**config.mk**
```make
export PLATFORM = sky130hd
export DESIGN_NAME = mbb_ram
export DESIGN_NICKNAME = d
export VERILOG_FILES = /design/src/sv/mbb_ram.sv
export SDC_FILE = /design/constraint.sdc
export NUM_CORES = 1
export LEC_CHECK = 0
export BUFFER_PORTS_ARGS = -buffer_cell sky130_fd_sc_hd__buf_4
export CORE_ASPECT_RATIO = 1.1
export CORE_MARGIN = 1.5
export CORE_UTILIZATION = 60
export CTS_CLUSTER_DIAMETER = 40
export DETAILED_ROUTE_END_ITERATION = 8
export GPL_ROUTABILITY_DRIVEN = 0
export PLACE_DENSITY_LB_ADDON = 0.08
export SETUP_SLACK_MARGIN = 0.1
export SYNTH_ARGS = -nofsm -noshare
export SYNTH_HDL_FRONTEND = slang
export SYNTH_SLANG_ARGS = --single-unit
```
**constraint.sdc**
```tcl
create_clock -name i_clk -period 6.2 [get_ports i_clk]
set_input_delay 0.62 -clock i_clk [delete_from_list [all_inputs] [get_ports i_clk]]
set_output_delay 0.62 -clock i_clk [all_outputs]
set_load 0.05 [all_outputs]
```
**src/sv/mbb_ram.sv**
```systemverilog
`default_nettype none

module mbb_ram #(
    parameter int WIDTH  = 8,
    parameter int DEPTH  = 64,
    parameter int ADDR_W = (DEPTH > 1) ? $clog2(DEPTH) : 1
) (
    input  wire logic                     i_clk,
    input  wire logic                     i_we,
    input  wire logic [ADDR_W-1:0]        i_waddr,
    input  wire logic [WIDTH-1:0]         i_wdata,
    input  wire logic                     i_re,
    input  wire logic [ADDR_W-1:0]        i_raddr,
    output logic      [WIDTH-1:0]         o_rdata
);

    logic [WIDTH-1:0] r_mem [DEPTH];
    logic [WIDTH-1:0] r_rdata;

    always_ff @(posedge i_clk) begin
        if (i_we) begin
            r_mem[i_waddr] <= i_wdata;
        end
        if (i_re) begin
            r_rdata <= r_mem[i_raddr];
        end
    end

    assign o_rdata = r_rdata;

endmodule

`default_nettype wire

```
# After elaboration in Yosys (flattened, before gate mapping)
# Memories as Yosys holds them, arrays and structs flattened. A register that Yosys moved wholly into a read port is not among the register bits.
# Cells that the tools add are included.
[totals]
regBits = 0
latch_bits = 0
ramBits = 512
rom_bits = 0
input_bits = 23
out_inout_bits = 8
word_cells = 3
n_memories = 1
[op_classes]
add_sub_neg = 0
mul = 0
div_mod_pow = 0
n_lt_le_gt_ge = 0
n_eq_ne = 0
shifts = 0
n_mux = 2
bitwise = 0
reduce_logical = 0
[mem_list]
columns = ["memory", "words", "word_bits", "read_ports", "rd_ports_with_merged_regs", "write_ports", "line", "source"]
rows = [
  ["r_mem", 64, 8, 1, 1, 1, "17", "logic [WIDTH-1:0] r_mem [DEPTH];"],
]
[ops]
columns = ["cell", "count"]
rows = [
  ["$mux W1", 2],
]

# Logic depth before layout (Yosys ltp)
[logic_depth]
word_depth = 2
ltp_mapped = 9
mapped_depth_nobuf = 5

# Least setup slack after synthesis
# Ideal clock, no wire load.
[synth_timing]
path_type = "input port to flip-flop"
startpoint = "input i_raddr[1]"
endpoint = "register r_rdata[3] (netlist: o_rdata[3]) (read register of r_mem) (data pin)"
setup_time_ps = 266
t_arrival_ps = 2160
t_required_ps = 5934
setup_slack_ps = 3774
path_stages = 7
path_buffers = 3
path_cell_list = "buf_4 -> buf_2 -> buf_2 -> mux4_2 -> mux4_2 -> o21ai_1 -> o41ai_1"
[synth_lines]
columns = ["element", "line", "source"]
rows = [
  ["start, declared", "13", "input wire logic [ADDR_W-1:0] i_raddr,"],
  ["end, declared", "18", "logic [WIDTH-1:0] r_rdata;"],
]

==> impl_results.md <==
* Status: complete, no violations
* Reg2reg setup slack at 3.98 ns
* Slowest CP cell: buf_4
* CP max FO at 72
* Critical path required time at 6.50 ns
* R2R Path End: o_rdata[2]
* Post-DP HPWL at 25600 um
* Syn. warnings at 0
* Hold path start: i_re
* Distinct cells, synth at 39
* Gate count of the mapped netlist at 940
* R2R Path Start: r_mem[11][2]
* #FFs+latches synth at 520
* Number of hold violations in the final report at 0
* Hold crit path type: input pin to register
* Clock transition at path regs at 0.06 ns
* DRC at 0
* Arr. time, crit path at 3.34 ns
* Critical path's largest stage delay at 0.77 ns
* TritonCTS clock tree: built
* Ys flop type: edfxtp_1
* Lkg Pwr at 0.00697 uW
* CTS Hold Bufs at 0
* Worst-case reg-to-reg path depth at 5
* Commonest non-fill, non-tap cell in the layout: edfxtp_1
* Synth async-reset ratio at 0%
* Mapped Nets at 963
* Fmax at 330 MHz
* Setup crit end kind: register
* H-tree depth at 2
* Worst setup path start: i_raddr[0]
* Antenna violations before repair at 1
* ANT cells at 0
* Clock Skews at 0.00741 ns
* Mapped cell area at 20200 sq um
* Transition time at the pin with the least slew margin at 1.34 ns
* Slew headroom at 9.91%
* Maxcap violations at 0
* Critical path class: input pin to register
* Port bufs at 30
* Crit-path cells: clkbuf_8 > buf_4 > mux4_2 > o221ai_1 > o21ai_0 > o311ai_1 > nand2_1
* Final period utilization at 48.9%
* Met2 wire len at 20700 um
* Core area at 33300 sq um
* Hold Path End: o_rdata[2]
* Total iterations of the first detailed-routing run at 5
* Largest net degree at the start of global routing at 73
* M1 WL at 16700 um
* Yosys top cell by area: edfxtp_1
* Num CTS Buffers at 53
* GRT overflow at 0
* Pwr per Cell Area at 330 nW/um^2
* Starting Density at 60.8%
* Top Ports at 31
* Met3 wire len at 3660 um
* Power consumption at 7400 uW
* All-layer global routing usage at 25.4%
* First-pass GRT wire length at 62400 um
* Syn Area/Cell at 21.5 sq um
* RSZ-0062 raised after global routing: false
* Clk Latency, worst-skew pair at 0.56 ns
* Commonest non-fill, non-tap cells in the layout: 520 x edfxtp_1, 126 x mux4_2, 83 x nor2_1, 53 x clkbuf_16, 36 x buf_4
* Via/cell ratio at 6.56
* Final min period at 3.03 ns
* Root buffer cell: clkbuf_16
* Critical path launch point type: input pin
* WHS at 0.378 ns
* Clock tree buffer depth at 3
* Row cnt at 70
* WL final at 42300 um
* Hold Crit Depth at 1
* Dpl ws at 2.51 ns
* Die Span Y at 196 um
* Post-CTS Setup Inserts at 0
* Die area at 34900 sq um
* Register area share after synthesis at 77.1%
* Final number of setup-violating endpoints at 0
* EDFF count, synth at 520
* Vias in the first global route at 9796
* Remaining antenna violation count at 0
* Routed WL per cell at 29.1 um
* Via Count at 9533
* Setup_tns at 0 ns
* Final #Nets at 1004
* Yosys top cell area share at 77.1%
* Share of layout cells above drive strength 1 at 24.8%
* Post-cts sizing count at 0
* DR iter-0 viols at 894
* Maximum vdd drop at 0.252 mV
* TritonCTS Sinks at 520
* Die W at 178 um
* Pins Over Slew Limit at 0
* Top cells by area, synth: edfxtp_1 77%, mux4_2 14%, nor2_1 1.5%
* Area growth, synth to finish at 11.0%
* Uppermost layer routed: met5
* Setup ws final at 3.17 ns
[how the worst max path moves through the flow]
stage	endpoint	slack (ns)
6_report	o_rdata[7]	3.17
4_1_cts	o_rdata[7]	3.09
2_1_floorplan	o_rdata[3]	3.77
3_3_place_gp	o_rdata[4]	2.58
3_5_place_dp	o_rdata[7]	2.51
5_1_grt	o_rdata[7]	2.90
[metal layers]
metal	GRT usage (%)	up-vias
met1	35.4	4981
met5	0	-
met2	39.9	449
met4	8.40	2
li1	-	4021
met3	6.30	80
[power breakdown]
part	switching (uW)	leakage (uW)	total [uW]	internal [uW]
Combinational	229	0.00146	360	132
Sequential	8.63	0.00469	3910	3900
Clock	1280	0.000829	3140	1860
Total	1510	0.00697	7400	5890
[sequential cells by signal, summed over array words and instances (netlist names)]
name and count:
r_mem 512, o_rdata 8
[cells by family after synthesis]
group | synth area share, %
flip-flops | 77.1
buffers and inverters | 1.56
multiplexers | 15.9
AND/OR/NAND/NOR | 3.37
AO/OA/AOI/OAI | 2.06
[per-stage QoR]
stage	instances	utilization [%]	cell area, sq um
after floorplan	940	-	20200
after CTS	1453	67.5	22500
final	1453	67.5	22500
after global placement	1358	62.4	20800
after global routing	1453	67.5	22500
after detailed placement	1358	62.4	20800
[final cells by class]
type / instances / area, sq um
clock inverter: 32 / 349
sequential: 520 / 15600
tap: 432 / 541
timing repair buffer: 37 / 284
clock buffer: 63 / 1360
fill: 2091 / 10800
multi-input combinational: 369 / 4320
[cell usage after synthesis, types with 4 or more instances]
master,count
nand2b_1,7
mux2i_1,23
nor2b_1,14
mux4_2,126
o22ai_1,8
buf_1,4
mux2_2,13
clkbuf_1,17
buf_2,11
nand3_1,13
nor3_1,7
o221ai_1,8
a211oi_1,4
buf_6,4
edfxtp_1,520
a221oi_1,6
buf_4,13
nor2_1,83
nand2_1,19
[critical path, delay by kind of cell]
family / cells / cell delay (ns)
AOI/OAI and AO/OA: 3 / 0.50
buffers and inverters: 2 / 1.43
muxes: 1 / 0.60
and+or+nand+nor: 1 / 0.11
(Power assumes the default switching activity.)
