==> config.mk <==
export PLATFORM = sky130hd
export DESIGN_NAME = mbb_bar_calc
export DESIGN_NICKNAME = d
export VERILOG_FILES = /design/src/sv/mbb_pkg.sv /design/src/sv/mbb_bar_calc.sv
export SDC_FILE = /design/constraint.sdc
export NUM_CORES = 1
export LEC_CHECK = 0
export BUFFER_PORTS_ARGS = -buffer_cell sky130_fd_sc_hd__buf_2
export CORE_AREA = 2 2 374 376
export DETAILED_ROUTE_END_ITERATION = 10
export DIE_AREA = 0 0 376 378
export MAX_ROUTING_LAYER = met4
export PLACE_DENSITY = 0.3
export SLEW_MARGIN = 20
export SYNTH_ARGS = -nofsm -noshare
export SYNTH_HDL_FRONTEND = slang
export SYNTH_SLANG_ARGS = --single-unit
==> constraint.sdc <==
create_clock -name vclk -period 4.76
set_input_delay 0.952 -clock vclk [all_inputs]
set_output_delay 0.952 -clock vclk [all_outputs]
set_load 0.005 [all_outputs]
==> src/sv/mbb_pkg.sv <==
`default_nettype none

package mbb_pkg;

    localparam int INSTRUMENTS = 64;
    localparam int PRICE_BITS  = 32;

    localparam int IDX_W  = (INSTRUMENTS > 1) ? $clog2(INSTRUMENTS) : 1;
    localparam int INST_W = 6;
    localparam int MIN_W  = 11;
    localparam int VOL_W  = 32;
    localparam int PORT_PRICE_W = 32;

    // 23:58, 00:01, 03:00, 15:30
    localparam logic [MIN_W-1:0] WRAP_FROM = 11'd1438;
    localparam logic [MIN_W-1:0] WRAP_TO   = 11'd1;
    localparam logic [MIN_W-1:0] NIGHT_END = 11'd180;
    localparam logic [MIN_W-1:0] DAY_END   = 11'd930;

    typedef logic [PRICE_BITS-1:0] t_price;
    typedef logic [IDX_W-1:0]      t_idx;

    typedef struct packed {
        t_price             open;
        t_price             high;
        t_price             low;
        t_price             close;
        logic [VOL_W-1:0]   running;
        logic [VOL_W-1:0]   previous;
        logic [MIN_W-1:0]   open_min;
        logic [MIN_W-1:0]   close_min;
    } t_entry;

    typedef struct packed {
        t_price             price;
        logic [VOL_W-1:0]   volume;
        logic [MIN_W-1:0]   minute;
    } t_tick;

    typedef enum logic [1:0] {
        ST_IDLE,
        ST_UPDATE,
        ST_WALK
    } t_state;

    localparam int ENTRY_W = $bits(t_entry);

    function automatic logic is_rollover(input logic [MIN_W-1:0] cur,
                                         input logic [MIN_W-1:0] t);
        logic later;
        logic blocked;
        later   = (cur < t) || ((cur >= WRAP_FROM) && (t <= WRAP_TO));
        blocked = (cur < NIGHT_END) && (t > DAY_END);
        return later && !blocked;
    endfunction

endpackage

`default_nettype wire

==> src/sv/mbb_bar_calc.sv <==
`default_nettype none

module mbb_bar_calc (
    input  wire mbb_pkg::t_entry           i_entry,
    input  wire mbb_pkg::t_tick            i_tick,
    input  wire logic                      i_use_seed,
    output mbb_pkg::t_entry                o_base,
    output mbb_pkg::t_entry                o_update,
    output mbb_pkg::t_entry                o_reseed,
    output logic [mbb_pkg::VOL_W-1:0]      o_volume
);

    mbb_pkg::t_entry seed;
    mbb_pkg::t_entry base;
    mbb_pkg::t_entry upd;
    mbb_pkg::t_entry rsd;

    always_comb begin
        seed.open      = i_tick.price;
        seed.high      = i_tick.price;
        seed.low       = i_tick.price;
        seed.close     = i_tick.price;
        seed.running   = i_tick.volume;
        seed.previous  = i_tick.volume;
        seed.open_min  = i_tick.minute;
        seed.close_min = i_tick.minute;

        base = i_use_seed ? seed : i_entry;

        // same-minute update
        upd = base;
        upd.close = i_tick.price;
        if (i_tick.minute != base.open_min) begin
            upd.open     = i_tick.price;
            upd.open_min = i_tick.minute;
        end
        if (i_tick.price > base.high) begin
            upd.high = i_tick.price;
        end
        if (i_tick.price < base.low) begin
            upd.low = i_tick.price;
        end
        upd.running   = i_tick.volume;
        upd.close_min = i_tick.minute;

        // next period starts from close
        rsd = base;
        rsd.previous = base.running;
        rsd.open     = base.close;
        rsd.high     = base.close;
        rsd.low      = base.close;
        rsd.open_min = base.close_min;
    end

    assign o_base   = base;
    assign o_update = upd;
    assign o_reseed = rsd;
    assign o_volume = base.running - base.previous;

endmodule

`default_nettype wire

# After elaboration in Yosys (flattened, before gate mapping)
# Index checks and enable logic that the tools add are counted.
dict set report word_totals {
  mem_bits_ro 0
  latchBits 0
  memories 0
  ramBits 0
  reg_bits 0
  word_cells 9
  out_inout_bits 674
}
dict set report op_classes {
  n_shift 0
  n_reduce_logical 0
  n_eq_ne 1
  div_mod_pow 0
  n_addsub 1
  order_cmp 2
  multipliers 0
  bitwise 0
  n_mux 5
}
# cell n
set ops {}
lappend ops {{$mux 214} 1}
lappend ops {{$mux 32} 3}
lappend ops {{$gt 32x32->1} 1}
lappend ops {{$lt 32x32->1} 1}
lappend ops {{$sub 32x32->32} 1}
lappend ops {{$mux 11} 1}
lappend ops {{$ne 11x11->1} 1}

# Logic depth before layout (Yosys ltp)
# Gate-level depths: netlist of the first run.
dict set report logic_depth {
  ltp_word 3
  mapped_depth 16
  ltp_nobuf 11
}

# Least setup slack after synthesis of the first run
# No wires, ideal clock.
dict set report synth_path {
  path_type {input to output}
  start {input i_use_seed}
  end {output o_volume[25] (netlist bit)}
  n_path_buf 6
  cell_stages 16
  required_time_ns 3.808
  slack_ns -0.303
  arrival_time_ns 4.111
  path_cell_list {buf_2 > buf_2 > buf_2 > clkbuf_1 > buf_2 > nand2_1 > o21ai_0 > ha_1 > buf_6 > a21oi_4 > nor2_1 > or4_4 > o211ai_2 > a21oi_2 > o41a_1 > xor2_1}
}
# item line_no
set synth_lines {}
lappend synth_lines {{start: declaration} mbb_bar_calc.sv:6} ;# input wire logic i_use_seed,
lappend synth_lines {{end: declaration} mbb_bar_calc.sv:10} ;# output logic [mbb_pkg::VOL_W-1:0] o_volume

==> reports/results.txt, run 1 <==
grt ovf -> 0
Setup crit end kind -> primary output
Fin Hold WS -> 2.09 ns
first-pass GRT wire length -> 128 mm
dpl ws -> -0.567 ns
Via density -> 3.32
f_max -> 210 MHz
post-route ant nets -> 0
most frequent cell after synthesis -> buf_4
cell family with most CP delay -> buffers and inverters
io pins -> 964
post-DP HPWL -> 89.3 mm
layout cell share with drive strength beyond 1 -> 63.3%
Post-Syn Instances -> 1,644
Worst Max-Slew Pin Slew -> 1.21 ns
PD cells -> 156 mW/mm^2
DRC Markers -> 0
sequential cell area fraction in the yosys report -> 0%
I/O Buffers -> 964
Inst Count DP -> 4,415
Register Area -> 0 um^2
die area -> 0.142 mm^2
DR iter-0 viols -> 600
critical path required time -> 3.81 ns
top cells by count, synth -> 321 x buf_4, 285 x inv_1, 169 x o21ai_0
Hold/Removal Path Class -> in -> out
WS Path Type -> in -> out
Ys Warns -> 0
area leader, netlist -> buf_4
Initial Util -> 7.46%
drt wl/cell -> 23.0 um
Core Footprint -> 0.139 mm^2
initial antenna violation count -> 30
Synth area leaders -> buf_4 23%, ha_1 11%, inv_1 10%, o21ai_0 8.2%, nand2_1 5.8%
chip height -> 378 um
vias in the first global route -> 14,300
Via Count -> 14,900
clock buffers -> 0
Multi-input gate area -> 0.00795 mm^2
drt first pass iters -> 5
RSZ-0062 raised after global routing -> yes
final setup vio count -> 0
FILL cells -> 16,200
CP max FO -> 9
Cell Area, Synth -> 0.0103 mm^2
final hold vios -> 0
syn_nets -> 2,029
Tmin final -> 4.76 ns
sequential cell count -> 0
worst setup margin -> 0.00463 ns
gr usage total -> 13.7%
Max Cap Viol -> 0
Area growth syn-to-layout -> 98.3%
Slew headroom -> 18.8%
Critical Path, Cell by Cell -> buf_16 > buf_8 > o21ai_4 > buf_6 > inv_1 > ha_4 > nand4_1 > or2_4 > nor3_4 > buf_12 > nand3_4 > buf_6 > a2bb2oi_4 > buf_6 > mux2_2 > buf_2
Worst path slowest cell -> mux2_2
Placer Congestion -> 0.854
largest net degree at the start of global routing -> 55
WL final -> 103 mm
leak pwr -> 10.9 nW
Slew Limit Fails -> 0
worst vdd ir -> 0.0377 mV
most frequent CP cell -> buf_6
Netlist cell types -> 58
synthesized area per cell -> 6.29 um^2
startpoint types -> primary input
Yosys top cell area share -> 23.3%
Final period util -> 99.9%
Buffers & Inverters on Critical Path -> 8
NumNets Final -> 3,058
status -> finished clean
DIE WIDTH -> 376 um
num rows -> 137
count of non-filler cells in the finished layout -> 4,488
worst path arrival time -> 3.80 ns
Worst path max stage delay -> 0.36 ns
## final timing paths
path	startpoint	to	slack, ns	cells after the start
max	i_use_seed	o_update[169]	0.005	16
min	i_tick[34]	o_update[77]	2.09	2
## what timing repair did
action / 4_1_cts / 5_1_grt
setup endpoints to repair: 84 / 79
gates cloned: 9 / 11
resized for setup: 235 / 172
pin swaps: 48 / 64
hold buffers: 0 / 0
setup buffers: 43 / 20
## area by class of cell
cell class	count	share of cell area, %
repair buffers	1430	44.8
multi-input cells	956	38.8
diodes	10	0.122
inverters	285	5.22
well taps	1807	11.0
## logic make-up (layout without fill, tap and decap cells)
group | Yosys count | after routing | share of synthesized area (%)
muxes | 95 | 95 | 9.96
adders and majority gates | 95 | 95 | 11.6
AOI/OAI and AO/OA | 392 | 392 | 22.9
and+or+nand+nor | 336 | 336 | 15.2
xor gates and xnor gates | 38 | 38 | 3.22
other | 0 | 10 | 0
buffers and inverters | 688 | 1715 | 37.1
## metrics by stage
stage / util, % / power [W] / setup TNS, ns / area (um^2)
CTS: 14.1 / 0.00312 / -2.91 / 19500
detailed placement: 13.0 / 0.00284 / -24.52 / 17900
global route: 14.8 / 0.00347 / -2.94 / 20500
floorplan: - / 0.00126 / -0.00201 / 10400
finish: 14.8 / 0.00320 / 0 / 20500
global placement: 13.0 / 0.00285 / -24.44 / 17900
## power by group
part | leakage (nW) | total (W) | internal (W) | switching (W)
Clock | 0.0000626 | 0.000000000200 | 0.000000000200 | 0
Combinational | 10.9 | 0.00320 | 0.00147 | 0.00173
Sequential | 0 | 0 | 0 | 0
Total | 10.9 | 0.00320 | 0.00147 | 0.00173
## per-layer routing
| layer | up-vias | GRT usage (%) | share of wire [%] |
|---|---|---|---|
| li1 | 7218 | - | - |
| met1 | 7046 | 17.2 | 44 |
| met2 | 578 | 23.7 | 50 |
| met3 | 45 | 1.69 | 4.4 |
| met4 | 0 | 1.98 | 1.4 |
| met5 | - | - | 0 |
## placed cells by master, fill, tap and decap left out, drive strengths merged, types with 31 or more instances in the layout
cell type	Yosys	routed
nor2	31	31
inv	285	285
o21a	39	39
a21o	34	34
mux2	63	63
o21ai	173	173
o31ai	32	32
nor3	47	47
a21oi	81	81
nand2	161	161
buf	343	1422
ha	94	94
nor4	35	35
mux2i	32	32
(Power assumes the default switching activity.)
==> run 2: changes to the inputs <==
--- a/config.mk
+++ b/config.mk
@@ -5,13 +5,13 @@
 export SDC_FILE = /design/constraint.sdc
 export NUM_CORES = 1
 export LEC_CHECK = 0
+export ABC_AREA = 1
 export BUFFER_PORTS_ARGS = -buffer_cell sky130_fd_sc_hd__buf_2
-export CORE_AREA = 2 2 374 376
+export CORE_AREA = 2 2 375 377
 export DETAILED_ROUTE_END_ITERATION = 10
-export DIE_AREA = 0 0 376 378
+export DIE_AREA = 0 0 377 379
 export MAX_ROUTING_LAYER = met4
 export PLACE_DENSITY = 0.3
-export SLEW_MARGIN = 20
 export SYNTH_ARGS = -nofsm -noshare
 export SYNTH_HDL_FRONTEND = slang
 export SYNTH_SLANG_ARGS = --single-unit
==> run 2 against run 1 <==
Net effect: utilization is 2.8 points lower; sequential share of layout area unchanged; hold slack better by 0.0031 ns; die area grew 0.53%; first-iteration DRC count grew 2.0%; via count shrank 1.5%; largest cell class unchanged; wire length increased by 1.1%; global-route usage increased by 0.060 points; highest routed layer unchanged; critical endpoint is now o_update[150]; fmax is 4.0% higher; largest power group unchanged.
==> reports/results.txt, run 2 <==
startpoint types -> primary input
Via Count -> 14,700
final hold vios -> 0
Register Area -> 0 um^2
most frequent CP cell -> nand2_1
chip height -> 379 um
io pins -> 964
NumNets Final -> 3,059
DIE WIDTH -> 377 um
Tmin final -> 4.57 ns
Max Cap Viol -> 0
first-pass GRT wire length -> 130 mm
CP max FO -> 24
Final Core Density -> 12.0%
synthesized area per cell -> 5.28 um^2
Via density -> 3.26
Final period util -> 96.1%
dpl ws -> -0.258 ns
Worst path slowest cell -> ha_1
placed cell area -> 0.0163 mm^2
Area growth syn-to-layout -> 75.2%
Cell Area, Synth -> 0.00950 mm^2
sequential cell count -> 0
worst path arrival time -> 3.62 ns
Post-Syn Instances -> 1,799
most common cell after layout, fill and taps aside -> buf_2
Slew Limit Fails -> 0
I/O Buffers -> 964
Synth area leaders -> nand2_1 28%, buf_4 25%, ha_1 12%, inv_1 7.0%, a21oi_1 7.0%
f_max -> 219 MHz
most frequent cells in the layout -> 962 x buf_2, 696 x nand2_1, 275 x buf_4, 177 x inv_1, 125 x nand3_1
Slew headroom -> 63.5%
WL final -> 104 mm
Critical Path, Cell by Cell -> buf_16 > buf_16 > nand2_1 > inv_1 > a21oi_1 > ha_1 > nand2_1 > nor2_1 > nand2_1 > nand2_2 > nand2_1 > nand2_1 > nand2_1 > nand2_2 > buf_4 > nand3_1 > nand2_1 > buf_2
final setup vio count -> 0
Netlist cell types -> 32
Ys Warns -> 0
PD cells -> 159 mW/mm^2
gr usage total -> 13.7%
sequential cell area fraction in the yosys report -> 0%
count of non-filler cells in the finished layout -> 4,500
largest net degree at the start of global routing -> 46
FILL cells -> 16,700
DR iter-0 viols -> 612
final instance area -> 0.0167 mm^2
post-route ant nets -> 0
worst setup margin -> 0.187 ns
drt first pass iters -> 5
leak pwr -> 10.2 nW
Multi-input gate area -> 0.00624 mm^2
layout cell share with drive strength beyond 1 -> 48.7%
Placer Congestion -> 0.875
grt ovf -> 0
DRC Markers -> 0
vias in the first global route -> 14,400
clock buffers -> 0
hold path cells -> 2
Inst Count DP -> 4,472
num rows -> 137
top cells by count, synth -> 709 x nand2_1, 321 x buf_4, 178 x inv_1
WS Path Type -> in -> out
Setup crit end kind -> primary output
status -> finished clean
Worst Max-Slew Pin Slew -> 0.546 ns
most frequent cell after synthesis -> nand2_1
post-DP HPWL -> 93.7 mm
Hold/Removal Path Class -> in -> out
initial antenna violation count -> 22
drt wl/cell -> 23.2 um
critical path required time -> 3.81 ns
Core Footprint -> 0.139 mm^2
syn_nets -> 2,184
Worst path max stage delay -> 0.30 ns
Initial Util -> 6.85%
Yosys top cell area share -> 28.0%
area leader, netlist -> nand2_1
die area -> 0.143 mm^2
worst vdd ir -> 0.0400 mV
==> run 2: stage by stage <==
step / total power [W] / hold WS [ns] / setup TNS (ns)
after detailed placement: 0.00271 / 2.09 / -11.07
after floorplan: 0.00115 / 1.98 / 0
final: 0.00266 / 2.09 / 0
after global placement: 0.00273 / 2.09 / -15.41
after global routing: 0.00293 / 2.10 / -0.000866
after CTS: 0.00274 / 2.09 / 0
==> run 2: logic make-up (layout without fill, tap and decap cells) <==
kind of cell | Yosys count | in the layout | share of synthesized area [%]
fa+ha+maj | 95 | 95 | 12.6
simple gates | 918 | 918 | 39.1
other cells | 0 | 21 | 0
compound gates | 189 | 189 | 10.4
buf+inv | 571 | 1444 | 35.6
xor+xnor | 26 | 26 | 2.40
==> run 2: final timing paths <==
check        from            end  slack [ns]
max    i_use_seed  o_update[150]        0.19
min    i_tick[19]   o_update[62]        2.09
==> run 2: where the power goes <==
group          leakage [nW]        total, W  switching [W]     internal, W
Combinational          10.2         0.00266        0.00159         0.00107
Sequential                0               0              0               0
Clock              0.000133  0.000000000154              0  0.000000000154
Total                  10.2         0.00266        0.00159         0.00107
==> run 2: what timing repair did <==
item	in CTS	in global routing
setup buffers	0	3
pin swaps	0	5
hold buffers	0	0
cloned	1	3
endpoints found under the setup margin	71	54
resized for setup	21	31
==> run 2: routing by layer <==
metal,up-vias,track usage [%],share of wire [%]
met2,634,24.4,50
li1,7136,-,-
met1,6849,17.0,44
met3,41,1.79,4.9
met4,0,1.20,1.1
met5,-,-,0
==> run 2: area by class of cell <==
type | count | area share, %
Tap cell | 1807 | 13.6
Timing Repair inverter | 2 | 0.135
Inverter | 179 | 4.19
Antenna cell | 21 | 0.316
Timing Repair Buffer | 1263 | 44.3
Multi-Input combinational cell | 1228 | 37.5
==> run 2: worst max-delay path: cells and delay by family <==
kind,cells,cell delay [ns]
AO/OA/AOI/OAI,1,0.07
adder cells (fa/ha/maj),1,0.30
buffers and inverters,5,0.90
AND/OR/NAND/NOR,11,1.26
